[config.mk]
export PLATFORM = sky130hd
export DESIGN_NAME = detection_row_decode_top
export DESIGN_NICKNAME = d
export VERILOG_FILES = /design/src/hdl/drd_pkg.sv /design/src/hdl/detection_row_decode_top.sv /design/src/hdl/drd_divider.sv
export SDC_FILE = /design/constraint.sdc
export NUM_CORES = 2
export LEC_CHECK = 0
export BUFFER_PORTS_ARGS = -buffer_cell sky130_fd_sc_hd__buf_2
export CORE_MARGIN = 1.5
export CORE_UTILIZATION = 64
export DETAILED_ROUTE_END_ITERATION = 16
export MAX_ROUTING_LAYER = met4
export PLACE_DENSITY = 0.85
export SYNTH_ARGS = -nofsm -noshare
export SYNTH_HDL_FRONTEND = slang
export SYNTH_SLANG_ARGS = --single-unit
[constraint.sdc]
create_clock -name clock -period 24.4 [get_ports clock]
set_input_delay 1.22 -clock clock [delete_from_list [all_inputs] [get_ports clock]]
set_output_delay 1.22 -clock clock [all_outputs]
set_load 0.02 [all_outputs]
[src/hdl/drd_pkg.sv]
// Package for the detection row decoder: state type, register indexes, widths.
// No dependencies.
`default_nettype none
package drd_pkg;
   localparam int ValueWidth = 32;
   localparam int CoordWidth = 14;
   localparam int ClassWidth = 7;
   localparam int ScoreOutWidth = 31;
   localparam int CsrIndexWidth = 3;
   localparam int CsrDataWidth = 64;
   localparam int MaxRowCount = 255;
   localparam int FracBits = 16;
   // a positive unpadded corner stays below 2^33 before the fraction shift
   localparam int DivNumWidth = 33 + FracBits;

   localparam logic [CsrIndexWidth-1:0] RegScoreThreshold = 3'd0;
   localparam logic [CsrIndexWidth-1:0] RegScale = 3'd1;
   localparam logic [CsrIndexWidth-1:0] RegPadLeft = 3'd2;
   localparam logic [CsrIndexWidth-1:0] RegPadTop = 3'd3;
   localparam logic [CsrIndexWidth-1:0] RegImageWidth = 3'd4;
   localparam logic [CsrIndexWidth-1:0] RegImageHeight = 3'd5;
   localparam logic [CsrIndexWidth-1:0] RegMaskLow = 3'd6;
   localparam logic [CsrIndexWidth-1:0] RegMaskHigh = 3'd7;

   typedef enum logic [2:0] {
      ST_ACCEPT,
      ST_CHECK,
      ST_DIV_START,
      ST_DIV_RUN,
      ST_FINISH,
      ST_OUTPUT
   } state_type;

   // request to the shared divider
   typedef struct packed {
      logic                   start;
      logic [DivNumWidth-1:0] numerator;
      logic [22:0]            denominator;
   } div_req_type;

   typedef struct packed {
      logic        done;
      logic [39:0] quotient;
   } div_rsp_type;
endpackage
`default_nettype wire

[src/hdl/detection_row_decode_top.sv]
// Top level of the detection row decoder: row capture, argmax, corner mapping.
// Depends on drd_pkg and drd_divider.
`default_nettype none
// Row values are taken one per cycle while a row streams in; the running argmax
// costs one compare per value. On a row's last value the block stops taking
// requests and, unless the row is dropped by length, class, mask or score,
// maps the four corners one after another through a single bit-serial divider;
// a corner that clips needs no division. The result sits in an output register
// until taken; a row end that finds the register still occupied waits for it
// before taking requests again.
module detection_row_decode_top #(
   parameter int MAX_CLASSES = 128
) (
   input  wire logic        clock,
   input  wire logic        reset,
   input  wire logic        req_valid,
   output logic             req_stall,
   input  wire logic signed [31:0] req_value,
   input  wire logic        req_last_of_row,
   output logic             rsp_valid,
   input  wire logic        rsp_stall,
   output logic [13:0]      rsp_box_x,
   output logic [13:0]      rsp_box_y,
   output logic [13:0]      rsp_box_w,
   output logic [13:0]      rsp_box_h,
   output logic [6:0]       rsp_class_index,
   output logic [30:0]      rsp_score_out,
   input  wire logic        csr_valid,
   output logic             csr_ready,
   input  wire logic [2:0]  csr_index,
   input  wire logic [63:0] csr_data
);
   localparam logic [7:0] LastClassCount = 8'(MAX_CLASSES + 4);
   localparam logic signed [33:0] HalfOne = 34'sd1 <<< (drd_pkg::FracBits - 1);

   // configuration
   logic [16:0] thr_ff;
   logic [20:0] scale_ff;
   logic [13:0] padl_ff, padt_ff, imw_ff, imh_ff;
   logic [63:0] mlo_ff, mhi_ff;

   // row state
   logic signed [31:0] coord_ff [4];
   logic signed [31:0] sixth_ff, best_ff;
   logic signed [31:0] best_first_ff;
   logic [6:0]  bcls_ff;
   logic [7:0]  count_ff;

   // end-of-row working registers
   logic signed [34:0] corner_ff [4];
   logic signed [33:0] cls_ff;
   logic signed [31:0] score_ff;
   logic [39:0] mapped_ff [4];
   logic [1:0]  sel_ff, sel_in;
   drd_pkg::state_type state_ff, state_in;

   logic        out_valid_ff, out_valid_in;
   logic [13:0] ox_ff, oy_ff, ow_ff, oh_ff;
   logic [6:0]  ocls_ff;
   logic [30:0] oscore_ff;

   drd_pkg::div_req_type div_req;
   drd_pkg::div_rsp_type div_rsp;

   drd_divider u_divider (
      .clock   (clock),
      .reset   (reset),
      .div_req (div_req),
      .div_rsp (div_rsp)
   );

   logic accept_req;
   assign req_stall  = (state_ff != drd_pkg::ST_ACCEPT);
   assign accept_req = req_valid && !req_stall;
   assign csr_ready  = 1'b1;

   // configuration writes
   always_ff @(posedge clock) begin
      if (reset) begin
         thr_ff   <= 17'd16384;
         scale_ff <= 21'd65536;
         padl_ff  <= '0;
         padt_ff  <= '0;
         imw_ff   <= 14'd640;
         imh_ff   <= 14'd640;
         mlo_ff   <= '1;
         mhi_ff   <= '1;
      end else if (csr_valid) begin
         unique case (csr_index)
            drd_pkg::RegScoreThreshold: thr_ff   <= csr_data[16:0];
            drd_pkg::RegScale:          scale_ff <= csr_data[20:0];
            drd_pkg::RegPadLeft:        padl_ff  <= csr_data[13:0];
            drd_pkg::RegPadTop:         padt_ff  <= csr_data[13:0];
            drd_pkg::RegImageWidth:     imw_ff   <= csr_data[13:0];
            drd_pkg::RegImageHeight:    imh_ff   <= csr_data[13:0];
            drd_pkg::RegMaskLow:        mlo_ff   <= csr_data;
            drd_pkg::RegMaskHigh:       mhi_ff   <= csr_data;
            default: ;
         endcase
      end
   end

   // sixth-value class rounding, half away from zero
   logic signed [33:0] sv_ext, sv_abs, sv_rnd;
   always_comb begin
      sv_ext = 34'(sixth_ff);
      sv_abs = sv_ext[33] ? -sv_ext : sv_ext;
      sv_rnd = (sv_abs + HalfOne) >>> drd_pkg::FracBits;
   end

   // row capture and argmax
   logic [7:0] cnt_next;
   assign cnt_next = (count_ff == 8'(drd_pkg::MaxRowCount)) ? count_ff : count_ff + 8'd1;

   always_ff @(posedge clock) begin
      if (reset || (state_ff == drd_pkg::ST_CHECK)) begin
         coord_ff[0] <= '0;
         coord_ff[1] <= '0;
         coord_ff[2] <= '0;
         coord_ff[3] <= '0;
         sixth_ff    <= '0;
         best_ff     <= '0;
         bcls_ff     <= '0;
         count_ff    <= '0;
      end else if (accept_req) begin
         count_ff <= cnt_next;
         if (count_ff < 8'd4) begin
            coord_ff[count_ff[1:0]] <= req_value;
         end else if (count_ff < LastClassCount) begin
            if (count_ff == 8'd4) begin
               best_ff <= req_value;
               bcls_ff <= '0;
            end else begin
               if (count_ff == 8'd5) sixth_ff <= req_value;
               if (req_value > best_ff) begin
                  best_ff <= req_value;
                  bcls_ff <= 7'(count_ff - 8'd4);
               end
            end
         end
      end
   end

   // corner forms at row end
   logic signed [34:0] c0, c1, c2, c3;
   logic row_done;
   assign c0 = 35'(coord_ff[0]);
   assign c1 = 35'(coord_ff[1]);
   assign c2 = 35'(coord_ff[2]);
   assign c3 = 35'(coord_ff[3]);
   assign row_done = (state_ff == drd_pkg::ST_CHECK);

   logic short_row, six_row;
   assign short_row = count_ff < 8'd6;
   assign six_row   = count_ff == 8'd6;

   always_ff @(posedge clock) begin
      if (row_done) begin
         if (six_row) begin
            corner_ff[0] <= c0 <<< 1;
            corner_ff[1] <= c1 <<< 1;
            corner_ff[2] <= c2 <<< 1;
            corner_ff[3] <= c3 <<< 1;
            cls_ff   <= sixth_ff[31] ? -sv_rnd : sv_rnd;
            score_ff <= best_first_ff;
         end else begin
            corner_ff[0] <= (c0 <<< 1) - c2;
            corner_ff[1] <= (c1 <<< 1) - c3;
            corner_ff[2] <= (c0 <<< 1) + c2;
            corner_ff[3] <= (c1 <<< 1) + c3;
            cls_ff   <= 34'(bcls_ff);
            score_ff <= best_ff;
         end
      end
   end

   // the fifth value is the first argmax entry; keep it apart for six-value rows
   always_ff @(posedge clock) begin
      if (reset || row_done) best_first_ff <= '0;
      else if (accept_req && count_ff == 8'd4) best_first_ff <= req_value;
   end

   // class, mask and score filter
   logic cls_ok, mask_bit, score_ok;
   always_comb begin
      cls_ok   = !cls_ff[33] && (cls_ff < 34'(MAX_CLASSES));
      mask_bit = cls_ff[6] ? mhi_ff[cls_ff[5:0]] : mlo_ff[cls_ff[5:0]];
      score_ok = !score_ff[31] && (33'(score_ff) >= 33'(thr_ff));
   end

   // corner mapping for the selected corner
   logic [20:0] scale_eff;
   logic [22:0] den;
   logic [13:0] pad_sel, lim_sel;
   logic signed [36:0] num;
   logic [37:0] lim_prod;
   logic        num_le0, num_ge;
   assign scale_eff = (scale_ff == '0) ? 21'd1 : scale_ff;
   assign den       = {1'b0, scale_eff, 1'b0};
   assign pad_sel   = sel_ff[0] ? padt_ff : padl_ff;
   assign lim_sel   = sel_ff[0] ? imh_ff : imw_ff;
   assign num       = 37'(corner_ff[sel_ff]) - (37'(pad_sel) <<< (drd_pkg::FracBits + 1));
   assign lim_prod  = 38'(lim_sel) * 38'(den);
   assign num_le0   = num[36] || (num == '0);
   assign num_ge    = !num_le0 && (38'(num) >= lim_prod);

   // a numerator that reaches the divider is positive and below 2^33
   logic [drd_pkg::DivNumWidth-1:0] div_num;
   assign div_num = {num[32:0], {drd_pkg::FracBits{1'b0}}};

   always_comb begin
      div_req.start       = (state_ff == drd_pkg::ST_DIV_START) && !num_le0 && !num_ge;
      div_req.numerator   = div_num;
      div_req.denominator = den;
   end

   always_ff @(posedge clock) begin
      if (state_ff == drd_pkg::ST_DIV_START) begin
         if (num_le0) mapped_ff[sel_ff] <= '0;
         else if (num_ge) mapped_ff[sel_ff] <= 40'(lim_sel) << drd_pkg::FracBits;
      end else if (state_ff == drd_pkg::ST_DIV_RUN && div_rsp.done) begin
         mapped_ff[sel_ff] <= div_rsp.quotient;
      end
   end

   // final rounding
   logic signed [40:0] dw, dh;
   logic [40:0] wr, hr, xr, yr;
   logic box_ok;
   always_comb begin
      dw = 41'(mapped_ff[2]) - 41'(mapped_ff[0]);
      dh = 41'(mapped_ff[3]) - 41'(mapped_ff[1]);
      wr = 41'(dw + 41'(HalfOne)) >> drd_pkg::FracBits;
      hr = 41'(dh + 41'(HalfOne)) >> drd_pkg::FracBits;
      xr = (41'(mapped_ff[0]) + 41'(HalfOne)) >> drd_pkg::FracBits;
      yr = (41'(mapped_ff[1]) + 41'(HalfOne)) >> drd_pkg::FracBits;
      box_ok = !dw[40] && (dw != '0) && !dh[40] && (dh != '0) && (wr != '0) && (hr != '0);
   end

   // sequencer: next state
   always_comb begin
      state_in = state_ff;
      sel_in   = sel_ff;
      unique case (state_ff)
         drd_pkg::ST_ACCEPT: begin
            if (accept_req && req_last_of_row) state_in = drd_pkg::ST_CHECK;
         end
         drd_pkg::ST_CHECK: begin
            state_in = short_row ? drd_pkg::ST_ACCEPT : drd_pkg::ST_FINISH;
            sel_in   = 2'd0;
         end
         drd_pkg::ST_FINISH: begin
            // drop the row here when class, mask or score rule it out
            if (!(cls_ok && mask_bit && score_ok)) state_in = drd_pkg::ST_ACCEPT;
            else state_in = drd_pkg::ST_DIV_START;
         end
         drd_pkg::ST_DIV_START: begin
            if (div_req.start) state_in = drd_pkg::ST_DIV_RUN;
            else if (sel_ff == 2'd3) state_in = drd_pkg::ST_OUTPUT;
            else sel_in = sel_ff + 2'd1;
         end
         drd_pkg::ST_DIV_RUN: begin
            if (div_rsp.done) begin
               if (sel_ff == 2'd3) state_in = drd_pkg::ST_OUTPUT;
               else begin
                  sel_in   = sel_ff + 2'd1;
                  state_in = drd_pkg::ST_DIV_START;
               end
            end
         end
         drd_pkg::ST_OUTPUT: begin
            if (!out_valid_ff || !rsp_stall) state_in = drd_pkg::ST_ACCEPT;
         end
         default: state_in = drd_pkg::ST_ACCEPT;
      endcase
   end

   // sequencer: outputs
   logic load_out;
   always_comb begin
      load_out     = 1'b0;
      out_valid_in = out_valid_ff && rsp_stall;
      unique case (state_ff)
         drd_pkg::ST_OUTPUT: begin
            if (!out_valid_ff || !rsp_stall) begin
               load_out     = box_ok;
               out_valid_in = box_ok;
            end
         end
         default: ;
      endcase
   end

   always_ff @(posedge clock) begin
      if (reset) begin
         state_ff     <= drd_pkg::ST_ACCEPT;
         sel_ff       <= '0;
         out_valid_ff <= 1'b0;
      end else begin
         state_ff     <= state_in;
         sel_ff       <= sel_in;
         out_valid_ff <= out_valid_in;
      end
      if (load_out) begin
         ox_ff     <= xr[13:0];
         oy_ff     <= yr[13:0];
         ow_ff     <= wr[13:0];
         oh_ff     <= hr[13:0];
         ocls_ff   <= cls_ff[6:0];
         oscore_ff <= score_ff[30:0];
      end
   end

   assign rsp_valid       = out_valid_ff;
   assign rsp_box_x       = ox_ff;
   assign rsp_box_y       = oy_ff;
   assign rsp_box_w       = ow_ff;
   assign rsp_box_h       = oh_ff;
   assign rsp_class_index = ocls_ff;
   assign rsp_score_out   = oscore_ff;
endmodule
`default_nettype wire

[src/hdl/drd_divider.sv]
// Restoring divider, one quotient bit per cycle, DivNumWidth by 23 bits unsigned.
// Depends on drd_pkg.
`default_nettype none
module drd_divider (
   input  wire logic              clock,
   input  wire logic              reset,
   input  wire drd_pkg::div_req_type div_req,
   output drd_pkg::div_rsp_type   div_rsp
);
   logic [drd_pkg::DivNumWidth-1:0] quot_ff, quot_in;
   logic [23:0] rem_ff, rem_in;
   logic [22:0] den_ff, den_in;
   logic [5:0]  count_ff, count_in;
   logic        busy_ff, busy_in;
   logic        done_ff, done_in;
   logic [24:0] trial;

   always_comb begin
      quot_in  = quot_ff;
      rem_in   = rem_ff;
      den_in   = den_ff;
      count_in = count_ff;
      busy_in  = busy_ff;
      done_in  = 1'b0;
      trial    = {rem_ff, quot_ff[drd_pkg::DivNumWidth-1]} - {2'b00, den_ff};
      if (div_req.start) begin
         quot_in  = div_req.numerator;
         rem_in   = '0;
         den_in   = div_req.denominator;
         count_in = 6'(drd_pkg::DivNumWidth);
         busy_in  = 1'b1;
      end else if (busy_ff) begin
         if (!trial[24]) begin
            rem_in  = trial[23:0];
            quot_in = {quot_ff[drd_pkg::DivNumWidth-2:0], 1'b1};
         end else begin
            rem_in  = {rem_ff[22:0], quot_ff[drd_pkg::DivNumWidth-1]};
            quot_in = {quot_ff[drd_pkg::DivNumWidth-2:0], 1'b0};
         end
         count_in = count_ff - 6'd1;
         if (count_ff == 6'd1) begin
            busy_in = 1'b0;
            done_in = 1'b1;
         end
      end
   end

   always_ff @(posedge clock) begin
      if (reset) begin
         busy_ff  <= 1'b0;
         done_ff  <= 1'b0;
         count_ff <= '0;
      end else begin
         busy_ff  <= busy_in;
         done_ff  <= done_in;
         count_ff <= count_in;
      end
      quot_ff <= quot_in;
      rem_ff  <= rem_in;
      den_ff  <= den_in;
   end

   // the quotient never exceeds the clip limit, so 40 bits carry it
   assign div_rsp.done     = done_ff;
   assign div_rsp.quotient = quot_ff[39:0];
endmodule
`default_nettype wire
After elaboration in Yosys (flattened, before gate mapping)
Memories as Yosys holds them, arrays and structs flattened. A register that Yosys moved wholly into a read port is not among the register bits.
Cells that the tools add are included.
{ "classes": {"addsub": 19, "n_mul": 1, "n_lt_le_gt_ge": 8, "n_eq_ne": 23, "mux": 76, "n_bitwise": 10, "reduce_logical": 57} }
{ "op_table": {"columns": ["op", "n"], "rows": [
  ["41-bit nonzero test", 4],
  ["35-bit 2-to-1 mux", 4],
  ["32-bit 2-to-1 mux", 4],
  ["49-bit 2-to-1 mux", 2],
  ["41-bit by 17-bit adder with 41-bit output, second input constant", 2],
  ["40-bit by 40-bit subtractor with 41-bit output", 2],
  ["40-bit 2-to-1 mux", 2],
  ["33-bit by 32-bit adder with 34-bit output", 2],
  ["34-bit 2-to-1 mux", 2],
  ["33-bit by 32-bit subtractor with 34-bit output", 2],
  ["30-bit by 16-bit adder with 30-bit output, second input constant", 2],
  ["38-bit by 36-bit >= comparator with 1-bit output", 1],
  ["37-bit logical NOT", 1],
  ["35-bit by 32-bit subtractor with 36-bit output", 1],
  ["14-bit by 21-bit multiplier with 35-bit output", 1],
  ["1-bit 2-to-1 mux", 35],
  ["34-bit by 17-bit adder with 34-bit output, second input constant", 1],
  ["34-bit by 9-bit < comparator with 1-bit output, second input constant", 1],
  ["18-bit negator with 34-bit output", 1],
  ["32-bit negator with 34-bit output", 1],
  ["33-bit by 17-bit >= comparator with 1-bit output", 1],
  ["32-bit > comparator", 1],
  ["32-bit OR reduction", 1],
  ["14-bit 2-to-1 mux", 2],
  ["other kinds (42)", 118]
]} }
{ "totals": {"regBits": 601, "mem_bits_rw": 428, "output_inout_bits": 97, "elab_cells": 230, "n_memories": 3} }
{ "memory_table": {"columns": ["memory", "words", "word_bits", "read_ports", "rd_clocked_by_memory_dff", "write_ports", "line_no", "text"], "rows": [
  ["mapped_ff", 4, 40, 4, 0, 1, "detection_row_decode_top.sv:53", "logic [39:0] mapped_ff [4];"],
  ["corner_ff", 4, 35, 1, 1, 4, "detection_row_decode_top.sv:50", "logic signed [34:0] corner_ff [4];"],
  ["coord_ff", 4, 32, 4, 0, 4, "detection_row_decode_top.sv:43", "logic signed [31:0] coord_ff [4];"]
]} }

Depth between registers and ports, before layout
{ "depth": {"ltp_word": 12, "depth_mapped": 45, "mapped_depth_nobuf": 43} }

Hierarchy
Synthesis repeated with hierarchy kept, for this count alone.
{ "unflattened": {"hier_cells": 7042, "hier_area_um2": 67763.7} }
{ "by_module_without_submodules": {"columns": ["module", "n_inst", "cells_each", "area_each_um2", "seq_area_each_um2"], "rows": [
  ["detection_row_decode_top", 1, 6529, 61955.7, 24303.3],
  ["drd_divider", 1, 513, 5808.1, 2802.7]
]} }

Worst setup path after synthesis
No wires, ideal clock.
{ "synth_timing": {"path_type": "register to register", "startpoint": "register state_ff[1]", "endpoint": "memory coord_ff[2][0], enable pin", "arrival_ns": 18.583, "slack_ns": 5.351, "path_stages_with_launch": 4, "n_path_buf": 0, "period_less_slack_ns": 19.049, "path_cell_list": "dfxtp_1 > nor3b_1 > nor2_1 > o21ai_0"} }
{ "synth_lines": {"columns": ["element", "line_no", "text"], "rows": [
  ["start, declared", "detection_row_decode_top.sv:55", "drd_pkg::state_type state_ff, state_in;"],
  ["start signal, assigned", "detection_row_decode_top.sv:296", "state_ff <= drd_pkg::ST_ACCEPT;"],
  ["start signal, assigned", "detection_row_decode_top.sv:300", "state_ff <= state_in;"],
  ["end, declared", "detection_row_decode_top.sv:43", null]
]} }

Worst setup path after layout
{ "layout_timing": {"startpoint": "register sel_ff[0]", "endpoint": "register u_divider.quot_ff[41] (netlist name) (data pin)"} }
{ "layout_between": {"elab_chain_len": 9, "word_cells_on_any_way": 13, "cone_classes": "add/sub (1); mul (1); order compare (1); mux (3); reduce/logical (7)"} }
{ "layout_lines": {"columns": ["element", "line_no", "text"], "rows": [
  ["start, declared", "detection_row_decode_top.sv:54", "logic [1:0] sel_ff, sel_in;"],
  ["start signal, assigned", "detection_row_decode_top.sv:301", "sel_ff <= sel_in;"],
  ["parallel branches: the longest is 8 deep, another holds 38-bit by 36-bit >= comparator with 1-bit output", null, null],
  ["49-bit 2-to-1 mux (*)", "drd_divider.sv:26", "if (div_req.start) begin"],
  ["named net u_divider.quot_in, one bit", "drd_divider.sv:10", "logic [drd_pkg::DivNumWidth-1:0] quot_ff, quot_in;"],
  ["end signal, assigned", "drd_divider.sv:58", "quot_ff <= quot_in;"],
  ["end, declared", "drd_divider.sv:10", null]
]} }
Mark *: on every way through the listed nets, which the timed path passes.
A chain may end at the register's enable or synchronous reset.

==> out/qor_table.md <==
| Metric | This run | Unit |
| --- | --- | --- |
| First-pass GRT wire length | 278,600 | microns |
| Number of cell instances on the worst register-to-register path | 39 | - |
| Maxcap violations | 0 | - |
| Maximum frequency from static timing analysis | 84.31 | MHz |
| Detail Route Antenna Nets | 0 | - |
| Highest fanout seen on the critical path | 94 | - |
| Synthesized area | 66,940 | sq um |
| CTS clk-pin slew, worst paths | 0.06 | ns |
| Largest net degree at the start of global routing | 184 | - |
| Share of flip-flops with an asynchronous set or reset | 0 | % |
| Vias in the first global route | 51,100 | - |
| Final GP Congestion | 0.9912 | - |
| Hold Buf Count CTS | 0 | - |
| Clock Skew | 0.05105 | ns |
| Terminus of the critical flop-to-flop path | u_divider.quot_ff[41] | - |
| Measured slew at the worst slew-check pin | 1.181 | ns |
| Peak ir drop on the vdd network | 0.08319 | mV |
| I/O pin total | 202 | - |
| Share of the clock period used by the worst path | 48.61 | % |
| Horizontal die dimension | 326.4 | microns |
| Number of max-slew violations in the final report | 0 | - |
| Number of fillers in the final layout | 7,678 | - |
| Area of the core region | 103,600 | sq um |
| Level count of the clock H-tree | 3 | - |
| Result of the run | finished clean | - |
| Required time of the worst setup path | 24.81 | ns |
| Dominant cell type by area after synthesis | sky130_fd_sc_hd__edfxtp_1 | - |
| Quantity of gates resized following cts | 0 | - |
| Post-detailed-routing wire length | 178,500 | microns |
| Reg2reg start | sel_ff[0] | - |
| Worst path slowest cell | sky130_fd_sc_hd__buf_4 | - |
| Number of storage elements in the synthesis netlist | 1,025 | - |
| Count of unique library cells instantiated by Yosys | 101 | - |
| Setup Fix Bufs, Post-CTS | 0 | - |
| Leading post-synthesis cells by cell area | sky130_fd_sc_hd__edfxtp_1, sky130_fd_sc_hd__dfxtp_1, sky130_fd_sc_hd__ha_1, sky130_fd_sc_hd__fa_1, sky130_fd_sc_hd__nand2_1 | - |
| TritonCTS buffer count | 105 | - |
| GRT Residual Overflow | 0 | - |
| Post-layout minimum cycle time | 11.86 | ns |
| Layout Nets | 7,809 | - |
| Die area | 106,500 | sq um |
| Endpoint arrival time on the critical path | 12.27 | ns |
| RSZ-0062 raised after global routing | no | - |
| Worst reg-to-reg setup slack | 12.54 | ns |
| Routed len/inst | 20.95 | microns |
| Area share of the largest cell type after synthesis | 28.53 | % |
| First drt pass iteration count | 8 | - |
| Total power density per cell area | 82.96 | nW/um^2 |
| Cell at the root of the clock tree | sky130_fd_sc_hd__clkbuf_16 | - |
| Total Neg Setup Slack | 0 | ns |
| Number of design rule violations left after detail routing | 0 | - |
| Max clock buf depth | 3 | - |
| Post-Syn Nets | 7,833 | - |
| Number of placement rows | 118 | - |
| Type of destination of the critical path | register | - |
| Count of non-filler cells in the finished layout | 8,517 | - |
| Initial core utilization | 64.59 | % |
| Capture point of the worst path | u_divider.quot_ff[41] | - |
| Number of enable-type register cells in the synthesized netlist | 636 | - |
| Family of cells with the greatest summed delay on the critical path | adder cells | - |
| Vias | 52,440 | - |
| Avg Inst Size Synth | 9.488 | sq um |
| Final hold viol count | 0 | - |
| Hold crit path type | register to register | - |
| Placed Area | 68,720 | sq um |
| Kind of launch point of the worst setup path | register | - |
| Initial detailed-routing violation count | 5,069 | - |
| Yosys synthesis warning count | 0 | - |
| TritonCTS clock tree | built | - |
| Die span in y | 326.4 | microns |
| Total track usage | 34.09 | % |
| Worst setup path startpoint | sel_ff[0] | - |
| Top_reg_cell synth | sky130_fd_sc_hd__edfxtp_1 | - |
| Largest stage delay on the critical path | 0.86 | ns |
| Area growth syn-to-layout | 7.922 | % |
| Fraction of layout cells with a size suffix above 1 | 8.326 | % |
| Final setup vio count | 0 | - |
| Sinks on the clock net | 1,025 | - |
| Headroom to the max-slew limit | 19.25 | % |
| Detailed placement HPWL | 129,300 | microns |
| Port Buffer Count | 200 | - |
| Post-Synthesis Cells | 7,055 | - |
| Post-route cell area | 72,240 | sq um |
| Most used cell, CP | sky130_fd_sc_hd__a21o_1 | - |
| Critical path start-end classification | register to register | - |
| Static leakage | 0.02917 | uW |
| Mean number of vias per cell | 6.158 | - |
| Clock latency on the worst-skew pair | 0.73 | ns |
| Buffers & Inverters on Critical Path | 6 | - |
| Inst Count DP | 8,304 | - |
| Logic depth of the worst path, buffers included | 39 | - |
| Number of antenna violations at the first check in global routing | 13 | - |
| Sequential cell area fraction in the yosys report | 40.16 | % |
[cell families (layout without fill, tap and decap cells)]
group | Yosys count | in the layout | synth area share, %
other cells | 1 | 16 | 0.005602
mux | 202 | 202 | 4.465
fa+ha+maj | 674 | 674 | 15.21
buf+inv | 960 | 1027 | 5.447
xor+xnor | 323 | 323 | 4.237
simple gates | 2584 | 2584 | 18.63
compound gates | 1286 | 1286 | 11.84
flops | 1025 | 1025 | 40.16
[synthesized netlist by cell type (140+ instances only)]
cell                       count
sky130_fd_sc_hd__xnor2_1     220
sky130_fd_sc_hd__fa_1        233
sky130_fd_sc_hd__clkbuf_1    331
sky130_fd_sc_hd__nor2_1      362
sky130_fd_sc_hd__o21ai_0     362
sky130_fd_sc_hd__dfxtp_1     389
sky130_fd_sc_hd__ha_1        440
sky130_fd_sc_hd__nand3b_1    140
sky130_fd_sc_hd__edfxtp_1    636
sky130_fd_sc_hd__and2_1      272
sky130_fd_sc_hd__a21oi_1     429
sky130_fd_sc_hd__nand2_1    1164
sky130_fd_sc_hd__inv_1       578
[cells in the final DEF (no fill, tap or decap), types with 104 or more instances in the layout]
master and instances:
sky130_fd_sc_hd__a21oi_1 429, sky130_fd_sc_hd__buf_2 199, sky130_fd_sc_hd__nand3_1 114, sky130_fd_sc_hd__mux2i_1 104, sky130_fd_sc_hd__clkbuf_16 106, sky130_fd_sc_hd__dfxtp_1 386
sky130_fd_sc_hd__inv_1 578, sky130_fd_sc_hd__o21ai_0 360, sky130_fd_sc_hd__ha_1 440, sky130_fd_sc_hd__nand3b_1 140, sky130_fd_sc_hd__nand2_1 1163, sky130_fd_sc_hd__and2_1 272
sky130_fd_sc_hd__edfxtp_1 636, sky130_fd_sc_hd__xnor2_1 220, sky130_fd_sc_hd__fa_1 233, sky130_fd_sc_hd__nor2_1 354
[stage by stage]
stage | hold WS (ns) | utilization (%) | setup WS, ns | power (uW)
CTS | 0.4489 | 69.67 | 12.70 | 5967
detailed placement | 0.4423 | 66.30 | 12.76 | 4336
global placement | 0.4388 | 66.30 | 12.89 | 4265
floorplan | 0.4169 | - | 5.351 | 3837
global route | 0.4691 | 69.69 | 11.95 | 6285
finish | 0.4525 | 69.70 | 12.54 | 5993
[flip-flops by register name (all words and copies together) (netlist names), 24 cells and up, named ones only]
name               cells
best_first_ff         32
score_ff              32
mapped_ff            160
u_divider.quot_ff     49
mhi_ff                64
cls_ff                34
best_ff               32
corner_ff            134
coord_ff             128
rsp_score_out         31
u_divider.rem_ff      24
mlo_ff                64
sixth_ff              32
[area by class of cell]
class / count / area [sq um] / share of cell area [%]
diodes: 15 / 37.54 / 0.05196
clock buffers: 137 / 2849 / 3.944
clock inverters: 61 / 638.1 / 0.8833
inverters: 582 / 2185 / 3.024
multi-input cells: 5070 / 36540 / 50.58
flip-flops and latches: 1025 / 26890 / 37.22
well taps: 1380 / 1727 / 2.390
repair buffers: 247 / 1373 / 1.900
[worst min path at each step]
stage | end | depth (start not counted) | startpoint
after CTS | rsp_score_out[1] | 0 | score_ff[1]
after global placement | imh_ff[1] | 2 | imh_ff[1]
after detailed placement | rsp_score_out[27] | 0 | score_ff[27]
after global routing | imw_ff[5] | 2 | imw_ff[5]
final | imh_ff[10] | 2 | imh_ff[10]
after floorplan | rsp_score_out[19] | 0 | score_ff[19]
[where the power goes]
part           total [uW]  internal, uW  switching (uW)  leakage, uW
logic                2060           772            1280       0.0184
registers            2300          2150             148      0.00906
clock network        1640           919             722      0.00168
total                5990          3840            2150       0.0292
[tightest hold or removal path: stages (launching register included)]
cell                      delay, ns
sky130_fd_sc_hd__dfxtp_1       0.30
sky130_fd_sc_hd__nand2_1       0.05
sky130_fd_sc_hd__a21oi_1       0.05
[metal layers]
layer,part of all wire (%),GRT usage (%)
met5,0,-
met4,5.4,16.44
met2,48,55.05
met1,39,42.49
met3,8.0,4.609
No activity file was read; power rests on OpenSTA's default activity.
